**src/rtl/fht_step_unit.sv**
```systemverilog
// ============================================================================
// fht_step_unit: shared increment/decrement unit
// Adds or subtracts one and flags a zero operand; reused for the key count
// and for both histogram bin updates.
// ============================================================================
module fht_step_unit #(
	parameter int W = 11
) (
	input  logic [W-1:0] a,
	input  logic         dec,
	output logic [W-1:0] sum,
	output logic         is_zero
);

	// Step the operand by one in either direction
	assign sum     = dec ? (a - W'(1)) : (a + W'(1));
	assign is_zero = (a == '0);

endmodule
```
**config.mk**
```make
export PLATFORM = sky130hd
export DESIGN_NAME = fht_step_unit
export DESIGN_NICKNAME = d
export VERILOG_FILES = /design/src/rtl/fht_step_unit.sv
export SDC_FILE = /design/constraint.sdc
export NUM_CORES = 1
export LEC_CHECK = 0
export CAP_MARGIN = 10
export CORE_AREA = 2 2 39 41
export DETAILED_ROUTE_END_ITERATION = 7
export DIE_AREA = 0 0 41 43
export DONT_BUFFER_PORTS = 1
export SLEW_MARGIN = 10
export SYNTH_ARGS = -nofsm -noshare
export SYNTH_HDL_FRONTEND = slang
export SYNTH_SLANG_ARGS = --single-unit
```
**constraint.sdc**
```tcl
create_clock -name vclk -period 1.2
set_input_delay 0.06 -clock vclk [all_inputs]
set_output_delay 0.06 -clock vclk [all_outputs]
set_load 0.03 [all_outputs]
```
# == After elaboration in Yosys (flattened, before gate mapping) ==
# Cells that the tools add are included.
# word_totals
reg_bits,0
elab_cells,4
input_bits,12
out_inout_bits,12
# op_classes
add_sub_neg,2
n_reduce_logical,1
mux,1
# ops
op,n
$add A11 B1 Y11 const B,1
$logic_not A11 Y1,1
$mux W11,1
$sub A11 B1 Y11 const B,1

# == Longest topological paths before layout ==
# logic_depth
word_depth,2
depth_mapped,7
mapped_depth_nobuf,7

# == Worst setup path before layout ==
# No wires, ideal clock.
# synth_path
path_kind,input port to output port
startpoint,input a[0]
endpoint,output sum[10]
t_arrival_ns,1.729
n_path_buf,0
slack_ns,-0.589
path_stages,7
cell_sequence,inv_1 fa_1 nor2b_4 o2111ai_2 nand3_2 o221ai_2 xnor2_1
# synth_between
elab_chain_len,2
word_cells_on_any_way,3
# synth_rtl
item,line,text
"start, declared",9,"input logic [W-1:0] a,"
$add A11 B1 Y11 or $sub A11 B1 Y11 (tied branches),16,assign sum = dec ? (a - W'(1)) : (a + W'(1));
$mux W11 (*),16,
"end, declared",11,"output logic [W-1:0] sum,"
# Every way passes the cells marked *; elsewhere a longest branch is shown, timed or not.

# == Worst setup path after layout ==
# layout_path
startpoint,input dec
endpoint,output sum[8]
# layout_between
elab_chain_len,1
# layout_rtl
item,line,text
"start, declared",10,"input logic dec,"
$mux W11,16,
# No other way between the ends.

==> qor.txt <==
Outcome = complete, but fails checks
Failing checks = setup timing
# fillers = 96
Largest area contributor in the netlist = ha_1
Final Power = 0.785 mW
RSZ-0062 raised after global routing = true
Critical path class = input pin to primary output
Nets@finish = 114
Detail Route Antenna Nets = 0
DP Area = 823 µm²
Cell Area, Synth = 484 µm²
Arrival time at the worst endpoint = 1.35 ns
Simple-Gate Fraction of Synth Area = 25.8%
Initial antenna violation count = 0
CLK BUF = 0
Max_slew headroom = 71.0%
Multiplexer share of the synthesized area = 0%
Row count = 14
DR vias = 568
Max layer used = met3
Dpl cells = 104
Non-Filler Instances = 106
Crit end category = primary output
Initial core utilization = 35.0%
Via-to-Cell Ratio = 5.36
# IOs = 24
Fmax = 712 MHz
Met1 WL = 618 µm
Commonest non-fill, non-tap cell in the layout = buf_4
Area Growth Syn to Fin = 108%
GR Util All Layers = 21.3%
Share of cells above drive strength 1 = 70.0%
Max Cap Violations = 0
Worst-margin pin slew = 0.432 ns
Synth Area in Compound Gates = 24.8%
Vias in the first global route = 608
Port Buffers = 0
Fin. Hold Viols = 0
Hold crit path type = input pin to primary output
Seq/Total Area, Yosys = 0%
Ys Warns = 0
Metal2 WL = 867 µm
Commonest non-fill, non-tap cells in the layout = 22 x buf_4, 8 x buf_6, 6 x ha_4
P_leak = 0.425 nW
Top post-synthesis cells by area = ha_1 23%, xnor2_1 14%, o2111ai_2 6.2%, fa_1 4.1%, nand3_1 4.1%
Post-synthesis adder-cell area fraction = 27.4%
Pre-CTS WS = -0.316 ns
Syn Nets = 82
Routed met3 length = 94 µm
Cell area after layout = 1010 µm²
Die Y = 43 µm
Final slew viol count = 0
Worst vdd ir = 0.398 mV
Setup TNS = -0.840 ns
Largest net degree at the start of global routing = 12
Area of the die = 1760 µm²
Core box area = 1380 µm²
DRC violations left = 0
Total Wirelength = 1580 µm
Seq. cell area = 0 µm²
Drt first-iter violations = 3
Largest family of logic cells by synthesized area = adder cells
Min Tclk post-route = 1.41 ns
Post-route clock period utilization = 117%
Synth Instances = 60
Diode count = 0
Yosys cell types = 24
Startpoint types = input pin
Hold WS = 0.295 ns
PD cells = 780 nW/µm²
Num sequential = 0
GRT overflow = 0
Final HPWL DP = 1240 µm
Die width = 41 µm
Endpoints failing setup = 6
CP max FO = 11
XOR/XNOR Fraction of Synth Area = 18.1%
Post-cts hold buffer count = 0
DR WL/cell = 14.9 µm
Final setup margin = -0.205 ns
First-pass GRT wire length = 2660 µm
Synth top area share = 23.3%
Syn Area/Cell = 8.07 µm²
GP Congestion = 0.855
Pre-Repair DR Iteration Count = 4
Data required, critical path = 1.14 ns
Final core utilization = 72.7%
[area by class of cell]
| class | count | area, µm² | area share, % |
|---|---|---|---|
| Timing Repair Buffer | 30 | 255 | 25.4 |
| Tap cell | 16 | 20.0 | 1.99 |
| Multi-Input combinational cell | 55 | 696 | 69.2 |
| Inverter | 5 | 35.0 | 3.48 |
[report_power, final]
part           internal [mW]  leakage, nW  switching, mW
Clock                      0            0              0
Sequential                 0            0              0
Combinational          0.391        0.425          0.393
Total                  0.391        0.425          0.393
[Yosys cell counts, drive strengths merged (2+ instances only)]
cell type / n
a21oi: 4
ha: 9
inv: 5
nand2: 5
nand3: 5
nor2: 3
nor2b: 2
nor4: 3
o2111ai: 2
o21ai: 2
or3: 2
xnor2: 8
xor2: 2
[critical path, stage by stage]
cell       delay [ns]
inv_16           0.02
fa_2             0.40
nor2b_4          0.14
o2111ai_2        0.14
nand3_4          0.12
o41ai_4          0.08
xnor2_2          0.37
[kinds of logic (layout without fill, tap and decap cells)]
family | after synthesis | in the layout
and+or+nand+nor | 22 | 22
AOI/OAI and AO/OA | 13 | 13
adders and majority gates | 10 | 10
xor gates and xnor gates | 10 | 10
buffers and inverters | 5 | 35
[path summary, 6_finish.rpt]
path,start,to,slack (ns),cells past startpoint
max,dec,sum[8],-0.21,7
min,a[6],is_zero,0.30,2
[repair_timing]
| action | 4_1_cts | 5_1_grt |
|---|---|---|
| pin swaps | 8 | 8 |
| endpoints found under the setup margin | 7 | 7 |
| endpoints found under the hold margin | 0 | 0 |
| gates resized for setup | 28 | 4 |
| gates cloned | 0 | 0 |
| setup buffers | 1 | 2 |
[routing by layer]
metal	global-route usage (%)	up-vias
li1	-	285
met1	26.2	265
met2	37.8	18
met3	3.14	0
met4	2.67	0
met5	0	-
Power figures use the tool's default switching activity.
